$ cat src/design/nrcm_pkg.sv
// shared types, constants and codes for the nearest rectangle coordinate mapper
`default_nettype none
package nrcm_pkg;

	localparam int MAX_ROWS  = 16;
	localparam int ROW_W     = $clog2(MAX_ROWS);
	localparam int COUNT_W   = 5;
	localparam int COORD_W   = 24;
	localparam int EXT_W     = 23;
	localparam int SCALE_W   = 16;
	localparam int DIV_W     = 37;
	localparam int DIV_CNT_W = $clog2(DIV_W + 1);

	localparam logic [1:0] ACT_WR_PRIM = 2'd0;
	localparam logic [1:0] ACT_WR_SEC  = 2'd1;
	localparam logic [1:0] ACT_TO_SEC  = 2'd2;
	localparam logic [1:0] ACT_TO_PRIM = 2'd3;

	localparam logic CFG_MONITOR_COUNT = 1'b0;
	localparam logic CFG_FORCE_ZERO    = 1'b1;

	typedef struct packed {
		logic [1:0]                action;
		logic [3:0]                entry_index;
		logic signed [COORD_W-1:0] coord_x;
		logic signed [COORD_W-1:0] coord_y;
		logic [EXT_W-1:0]          extent_w;
		logic [EXT_W-1:0]          extent_h;
		logic [SCALE_W-1:0]        scale_value;
		logic                      use_preferred;
	} in_item_t;

	typedef struct packed {
		logic                      found;
		logic [3:0]                chosen_index;
		logic signed [COORD_W-1:0] out_x;
		logic signed [COORD_W-1:0] out_y;
	} out_item_t;

	// controller to datapath
	typedef struct packed {
		logic             fzs;
		logic             wr_prim;
		logic             wr_sec;
		logic             cap;
		logic             rd_en;
		logic             rd_chosen;
		logic [ROW_W-1:0] row;
		logic             gap;
		logic             sq;
		logic             cmp;
		logic             first;
		logic             set_chosen;
		logic             pick_best;
		logic             off;
		logic             mul;
		logic             div_start;
		logic             fin;
		logic             fin_nf;
	} cmd_t;

	// datapath to controller
	typedef struct packed {
		logic div_done;
	} sts_t;

endpackage
`default_nettype wire

$ cat src/design/nrcm_ctrl.sv
// controller: configuration registers and the query sequencer
`default_nettype none
module nrcm_ctrl (
	input  wire                 clk,
	input  wire                 arst_n,
	input  wire                 start,
	input  nrcm_pkg::in_item_t  item,
	input  wire                 cfg_we,
	input  wire                 cfg_index,
	input  wire  [4:0]          cfg_wdata,
	input  nrcm_pkg::sts_t      sts,
	output logic                busy,
	output nrcm_pkg::cmd_t      cmd
);
	localparam logic [3:0] ST_IDLE    = 4'd0;
	localparam logic [3:0] ST_ROW_RD  = 4'd1;
	localparam logic [3:0] ST_ROW_GAP = 4'd2;
	localparam logic [3:0] ST_ROW_SQ  = 4'd3;
	localparam logic [3:0] ST_ROW_CMP = 4'd4;
	localparam logic [3:0] ST_MAP_RD  = 4'd5;
	localparam logic [3:0] ST_MAP_OFF = 4'd6;
	localparam logic [3:0] ST_MAP_SCL = 4'd7;
	localparam logic [3:0] ST_MAP_DIV = 4'd8;
	localparam logic [3:0] ST_MAP_FIN = 4'd9;

	logic [3:0]                     state_q, state_n;
	logic [nrcm_pkg::COUNT_W-1:0]   mcount_q;
	logic                           fzs_q;
	logic [nrcm_pkg::ROW_W-1:0]     row_q, row_n;
	logic                           to_sec_q;
	logic [nrcm_pkg::COUNT_W-1:0]   count;
	logic                           accept, is_query;
	logic                           pick_q;

	always_ff @(posedge clk or negedge arst_n) begin
		if (!arst_n) begin
			mcount_q <= '0;
			fzs_q    <= 1'b0;
		end else if (cfg_we) begin
			unique case (cfg_index)
				nrcm_pkg::CFG_MONITOR_COUNT: mcount_q <= cfg_wdata;
				nrcm_pkg::CFG_FORCE_ZERO:    fzs_q    <= cfg_wdata[0];
				default: ;
			endcase
		end
	end

	assign count = (mcount_q > nrcm_pkg::COUNT_W'(nrcm_pkg::MAX_ROWS)) ?
		nrcm_pkg::COUNT_W'(nrcm_pkg::MAX_ROWS) : mcount_q;
	assign busy     = (state_q != ST_IDLE);
	assign accept   = start && !busy;
	assign is_query = item.action[1];

	always_comb begin
		cmd       = '0;
		cmd.fzs   = fzs_q;
		cmd.row   = row_q;
		state_n   = state_q;
		row_n     = row_q;
		unique case (state_q)
			ST_IDLE: begin
				if (accept) begin
					cmd.wr_prim = (item.action == nrcm_pkg::ACT_WR_PRIM);
					cmd.wr_sec  = (item.action == nrcm_pkg::ACT_WR_SEC);
					cmd.cap     = is_query;
					if (is_query) begin
						if (item.use_preferred) begin
							if ({1'b0, item.entry_index} < count) begin
								cmd.row        = item.entry_index;
								cmd.set_chosen = 1'b1;
								state_n        = ST_MAP_RD;
							end else begin
								cmd.fin_nf = 1'b1;
							end
						end else if (count == '0) begin
							cmd.fin_nf = 1'b1;
						end else if (count == nrcm_pkg::COUNT_W'(1)) begin
							cmd.row        = '0;
							cmd.set_chosen = 1'b1;
							state_n        = ST_MAP_RD;
						end else begin
							row_n   = '0;
							state_n = ST_ROW_RD;
						end
					end
				end
			end
			ST_ROW_RD: begin
				cmd.rd_en = 1'b1;
				state_n   = ST_ROW_GAP;
			end
			ST_ROW_GAP: begin
				cmd.gap = 1'b1;
				state_n = ST_ROW_SQ;
			end
			ST_ROW_SQ: begin
				cmd.sq  = 1'b1;
				state_n = ST_ROW_CMP;
			end
			ST_ROW_CMP: begin
				cmd.cmp   = 1'b1;
				cmd.first = (row_q == '0);
				if ({1'b0, row_q} == count - 1'b1) begin
					state_n = ST_MAP_RD;
				end else begin
					row_n   = row_q + 1'b1;
					state_n = ST_ROW_RD;
				end
			end
			ST_MAP_RD: begin
				// after a search the best row is read and latched as chosen
				cmd.rd_en     = 1'b1;
				cmd.rd_chosen = 1'b1;
				cmd.pick_best = pick_q;
				state_n       = ST_MAP_OFF;
			end
			ST_MAP_OFF: begin
				cmd.off = 1'b1;
				state_n = fzs_q ? ST_MAP_SCL : ST_MAP_FIN;
			end
			ST_MAP_SCL: begin
				cmd.mul       = to_sec_q;
				cmd.div_start = !to_sec_q;
				state_n       = to_sec_q ? ST_MAP_FIN : ST_MAP_DIV;
			end
			ST_MAP_DIV: begin
				if (sts.div_done)
					state_n = ST_MAP_FIN;
			end
			ST_MAP_FIN: begin
				cmd.fin = 1'b1;
				state_n = ST_IDLE;
			end
			default: state_n = ST_IDLE;
		endcase
	end

	// chosen row from the search is taken as the row read starts
	always_ff @(posedge clk or negedge arst_n) begin
		if (!arst_n) begin
			state_q  <= ST_IDLE;
			row_q    <= '0;
			to_sec_q <= 1'b0;
			pick_q   <= 1'b0;
		end else begin
			state_q <= state_n;
			row_q   <= row_n;
			pick_q  <= (state_q == ST_ROW_CMP) && (state_n == ST_MAP_RD);
			if (accept && is_query)
				to_sec_q <= (item.action == nrcm_pkg::ACT_TO_SEC);
		end
	end
endmodule
`default_nettype wire

$ cat config.mk
export PLATFORM = sky130hd
export DESIGN_NAME = nrcm_ctrl
export DESIGN_NICKNAME = d
export VERILOG_FILES = /design/src/design/nrcm_pkg.sv /design/src/design/nrcm_ctrl.sv
export SDC_FILE = /design/constraint.sdc
export NUM_CORES = 1
export LEC_CHECK = 0
export BUFFER_PORTS_ARGS = -buffer_cell sky130_fd_sc_hd__buf_2
export CAP_MARGIN = 20
export CORE_MARGIN = 3
export CORE_UTILIZATION = 32
export CTS_CLUSTER_SIZE = 14
export DETAILED_ROUTE_END_ITERATION = 8
export PLACE_DENSITY = 0.76
export SYNTH_ARGS = -nofsm -noshare
export SYNTH_HDL_FRONTEND = slang
export SYNTH_SLANG_ARGS = --single-unit
$ cat constraint.sdc
create_clock -name clk -period 4 [get_ports clk]
set_input_delay 0.8 -clock clk [delete_from_list [all_inputs] [get_ports clk]]
set_output_delay 0.8 -clock clk [all_outputs]
set_load 0.01 [all_outputs]
==> Word-level counts from Yosys, hierarchy flattened <==
Index checks and enable logic that the tools add are counted.
{ "totals": {"regBits": 16, "elab_cells": 96, "in_bits": 128, "output_inout_bits": 22} }
{ "op_classes": {"n_reduce_logical": 15, "eq_ne": 20, "mux": 50, "magnitude_cmp": 2, "n_bitwise": 1, "add_sub_neg": 2} }
{ "ops": {"columns": ["operator", "count"], "rows": [
  ["$mux W4", 20],
  ["$pmux W4 S9", 1],
  ["$mux W1", 21],
  ["$eq A4 B3 Y1 const B", 5],
  ["$mux W3", 4],
  ["$ne A2 B2 Y1 const B", 6],
  ["$eq A4 B2 Y1 const B", 2],
  ["$eq A4 B4 Y1 const B", 2],
  ["$logic_not A4 Y1", 2],
  ["$pmux W4 S2", 1],
  ["$reduce_and A7 Y1", 1],
  ["$eq A4 B5 Y1", 1],
  ["$eq A5 B1 Y1 const B", 1],
  ["$gt A5 B5 Y1 const B", 1],
  ["$logic_not A5 Y1", 1],
  ["$lt A4 B5 Y1", 1],
  ["$mux W5", 1],
  ["$sub A5 B1 Y5 const B", 1],
  ["$add A4 B1 Y4 const B", 1],
  ["$eq A4 B1 Y1 const B", 1],
  ["$mux W2", 2],
  ["$reduce_and A2 Y1", 2],
  ["$reduce_bool A4 Y1", 1],
  ["$logic_and A1 B1 Y1", 3],
  ["7 further kinds", 8]
]} }

==> Logic depth before layout (Yosys ltp) <==
{ "logic_depth": {"ltp_word": 11, "mapped_depth": 9, "depth_no_buf": 9} }

==> Worst setup path after synthesis <==
OpenSTA, ideal clock, no wires.
{ "synth_timing": {"kind": "input port to output port", "startpoint": "input port item[112] (netlist bit)", "endpoint": "output port cmd[11] (netlist bit)", "arrival_time_ns": 1.976, "path_buffers": 0, "path_slack_ns": 1.224, "path_stages": 5, "required_time_ns": 3.200, "cell_sequence": "ha_1 > a21o_1 > a21o_1 > a31o_4 > mux2_4"} }
{ "synth_rtl": {"columns": ["element", "line_no", "source"], "rows": [
  ["from (decl)", "nrcm_ctrl.sv:7", "input nrcm_pkg::in_item_t item,"],
  ["to (decl)", "nrcm_ctrl.sv:13", "output nrcm_pkg::cmd_t cmd"]
]} }

==> run summary <==
Commonest cells after routing, fill and taps aside -> sky130_fd_sc_hd__buf_2, sky130_fd_sc_hd__nand2_1, sky130_fd_sc_hd__nor2_1, sky130_fd_sc_hd__dfrtp_1
# Max-Cap Violations -> 0
Final Skew -> 0.00114 ns
Net total in the final layout -> 320
Maximum fanout along the worst path -> 7
Antenna Violating Nets Remaining -> 0
Per-instance average area after synthesis -> 8.52 um2
Run status -> finished clean
Number of synthesized register bits -> 16
Setup TNS after final layout -> 0 ns
Clk Latency, worst-skew pair -> 0.24 ns
Number of buffers inserted by hold repair at cts -> 0
Number of filler instances in the final layout -> 404
CP startpoint kind -> flop
Layout cells sized above 1 -> 31.9%
Worst r2r path cells -> 9
Largest buffer count on any clock path -> 2
Worst hold path class -> input pin to asynchronous set/reset pin
Placeable core area -> 3740 um2
Count of routing violations after the opening detailed-route iteration -> 23
Clock tree from TritonCTS -> built
Setup repair after global routing missed its margin -> false
Largest net degree at the start of global routing -> 17
Post-CTS Setup Bufs -> 0
Global placer's final weighted congestion -> 0.842
Worst slew margin relative to its limit -> 70.3%
Share of synthesized area occupied by flip-flops and latches -> 31.7%
Via Count -> 1117
Synthesis-to-layout area growth -> 20.0%
Vias in the first global route -> 1046
# port buffers -> 39
Worst path slowest cell -> sky130_fd_sc_hd__dfrtp_1
Number of diodes added for antenna fixing -> 0
Clock-pin slew on the worst setup and hold paths -> 0.06 ns
Maximum cell stage delay along the critical path -> 0.47 ns
Arrival time at the worst endpoint -> 2.36 ns
Clock tree root driver cell -> sky130_fd_sc_hd__clkbuf_8
Most common cell after layout, fill and taps aside -> sky130_fd_sc_hd__buf_2
Slew of the pin with the lowest slew margin -> 0.445 ns
Worst voltage drop across the vdd grid -> 0.307 mV
First-pass GRT wire length -> 4660 um
Total Wirelength -> 2760 um
Path length in cells of the critical path -> 8
Netlist area before placement -> 1260 um2
Ports -> 150
Net count after synthesis -> 284
Critical path's top delay family -> compound AO/OA/AOI/OAI gates
Die Outline Area -> 4730 um2
WL/cell -> 12.0 um
Worst Path Required -> 3.20 ns
Combined buffer and inverter count along the critical path -> 2
Count of different cell masters after synthesis -> 44
Warning count from the yosys run -> 0
Starting utilization of the core area -> 33.7%
Crit end category -> primary output
Total CTS buffers -> 3
Final Max Slew Viols -> 0
Maximum level of the CTS H-tree -> 1
Cells along the critical path -> inv_2 -> nand2_1 -> ha_1 -> a21o_1 -> a21o_1 -> a31o_4 -> mux2_4 -> buf_2
Final Power -> 0.808 mW
Number of rows in the core area -> 22
Final critical-path share of the clock period -> 79.0%
Gates resized, CTS repair -> 0
GRT Total Usage -> 12.7%
Die H -> 68.8 um
Maximum clock rate -> 316 MHz
Most Frequent Cell on Critical Path -> sky130_fd_sc_hd__a21o_1
Lkg Pwr -> 0.792 nW
Number of hold violations in the final report -> 0
Overflow left after global routing -> 0
Clock net sink count -> 16
Worst hold margin -> 0.456 ns
Fin crit period -> 3.16 ns
Post-detailed-route DRC marker count -> 0
Crit path kind -> flop to primary output
Number of antenna violations at the first check in global routing -> 0
Chip width -> 68.8 um
Vias per cell -> 4.86
Post-detail-place hpwl -> 2210 um
Setup-violating endpoint count in the final report -> 0
First-pass iteration count of the detailed router -> 4
Power per unit of standard cell area -> 534 nW/um2
Mapped Cells -> 148
-- final timing paths --
kind                                         startpoint                       to  slack [ns]
worst max-delay path            mcount_q[4]$_DFFE_PN0P_                  cmd[12]        0.84
worst min-delay path                             arst_n  mcount_q[1]$_DFFE_PN0P_        0.46
worst max register to register  mcount_q[4]$_DFFE_PN0P_     row_q[3]$_DFFE_PN0P_        1.80
worst min register to register     to_sec_q$_DFFE_PN0P_     to_sec_q$_DFFE_PN0P_        0.54
max in group asynchronous                        arst_n     row_q[3]$_DFFE_PN0P_        3.28
min in group clk                   to_sec_q$_DFFE_PN0P_     to_sec_q$_DFFE_PN0P_        0.54
-- synth_stat cells, drive strengths merged --
cell    instances  share of area (%)
nor3b           1               0.60
a31oi           1               0.99
or2             1               0.50
o21ai           7                2.8
a31o            1                1.4
nor3            7                2.8
o31a            1               0.69
nor2           16                4.8
nand4           1               0.50
a221o           1               0.79
nor4b           1               0.69
clkbuf          4                1.2
and4b           1               0.79
nand3           4                2.0
o21bai          2                1.2
o22ai           1               0.50
buf             4                2.3
nor2b           2               0.99
nand2          21                6.3
ha              8                7.9
clkinv          1               0.40
xor2            3                2.1
o211ai          1               0.99
a21oi           5                2.0
mux2            6                6.0
or3             2                1.4
nor4            2                2.2
xnor2           2                1.4
mux2i           4                3.2
a311o           1               0.79
a32oi           1               0.69
a21o            2                1.2
nand2b          6                3.0
inv            10                3.0
and2            1               0.50
dfrtp          16                 32
-- flip-flops by register name, summed over array words and instances, names as in the netlist --
| name | count |
|---|---|
| mcount_q | 5 |
| fzs_q | 1 |
| pick_q | 1 |
| row_q | 4 |
| state_q | 4 |
| to_sec_q | 1 |
-- final cells by class --
type	instances	area, um2	share of cell area, %
clock buffers	3	41.3	2.73
well taps	48	60.1	3.97
inverters	11	42.5	2.81
repair buffers	39	195	12.9
flip-flops and latches	16	400	26.4
multi-input cells	113	774	51.2
-- per-layer routing --
layer,vias up,GRT usage (%),routed length [um]
met1,517,16.4,1290
met4,0,2.92,14
met2,23,21.3,1290
met3,2,3.08,164
met5,-,0,0
li1,575,-,-
-- power breakdown --
group          total [mW]  switching [mW]  internal, mW
Clock               0.117          0.0508        0.0666
Sequential          0.308          0.0997         0.208
Combinational       0.383           0.194         0.189
-- kinds of logic (layout without fill, tap and decap cells) --
kind of cell / count (synthesis) / in the layout / share of synthesized area [%]
AO/OA/AOI/OAI: 24 / 24 / 14.0
XOR/XNOR: 5 / 5 / 3.47
adder cells (fa/ha/maj): 8 / 8 / 7.94
buffers and inverters: 19 / 53 / 6.85
flip-flops: 16 / 16 / 31.7
multiplexers: 10 / 10 / 9.13
AND/OR/NAND/NOR: 66 / 66 / 26.9
-- worst reg2reg max path: stages, from the launching register on --
cell                      delay [ns]
sky130_fd_sc_hd__dfrtp_1        0.47
sky130_fd_sc_hd__inv_2          0.15
sky130_fd_sc_hd__nand2_1        0.14
sky130_fd_sc_hd__ha_1           0.27
sky130_fd_sc_hd__xor2_1         0.15
sky130_fd_sc_hd__a21oi_1        0.16
sky130_fd_sc_hd__o22ai_1        0.13
sky130_fd_sc_hd__a31oi_2        0.33
sky130_fd_sc_hd__nand4_1        0.16
sky130_fd_sc_hd__mux2i_1        0.14
-- per-stage QoR --
step           cells  util, %  setup WS (ns)  area, um2
2_1_floorplan    148        -           1.22       1260
4_1_cts          230     40.4          0.829       1510
6_report         230     40.4          0.840       1510
3_5_place_dp     227     39.3          0.937       1470
5_1_grt          230     40.4          0.730       1510
3_3_place_gp     227     39.3          0.952       1470
Power figures use the tool's default switching activity.
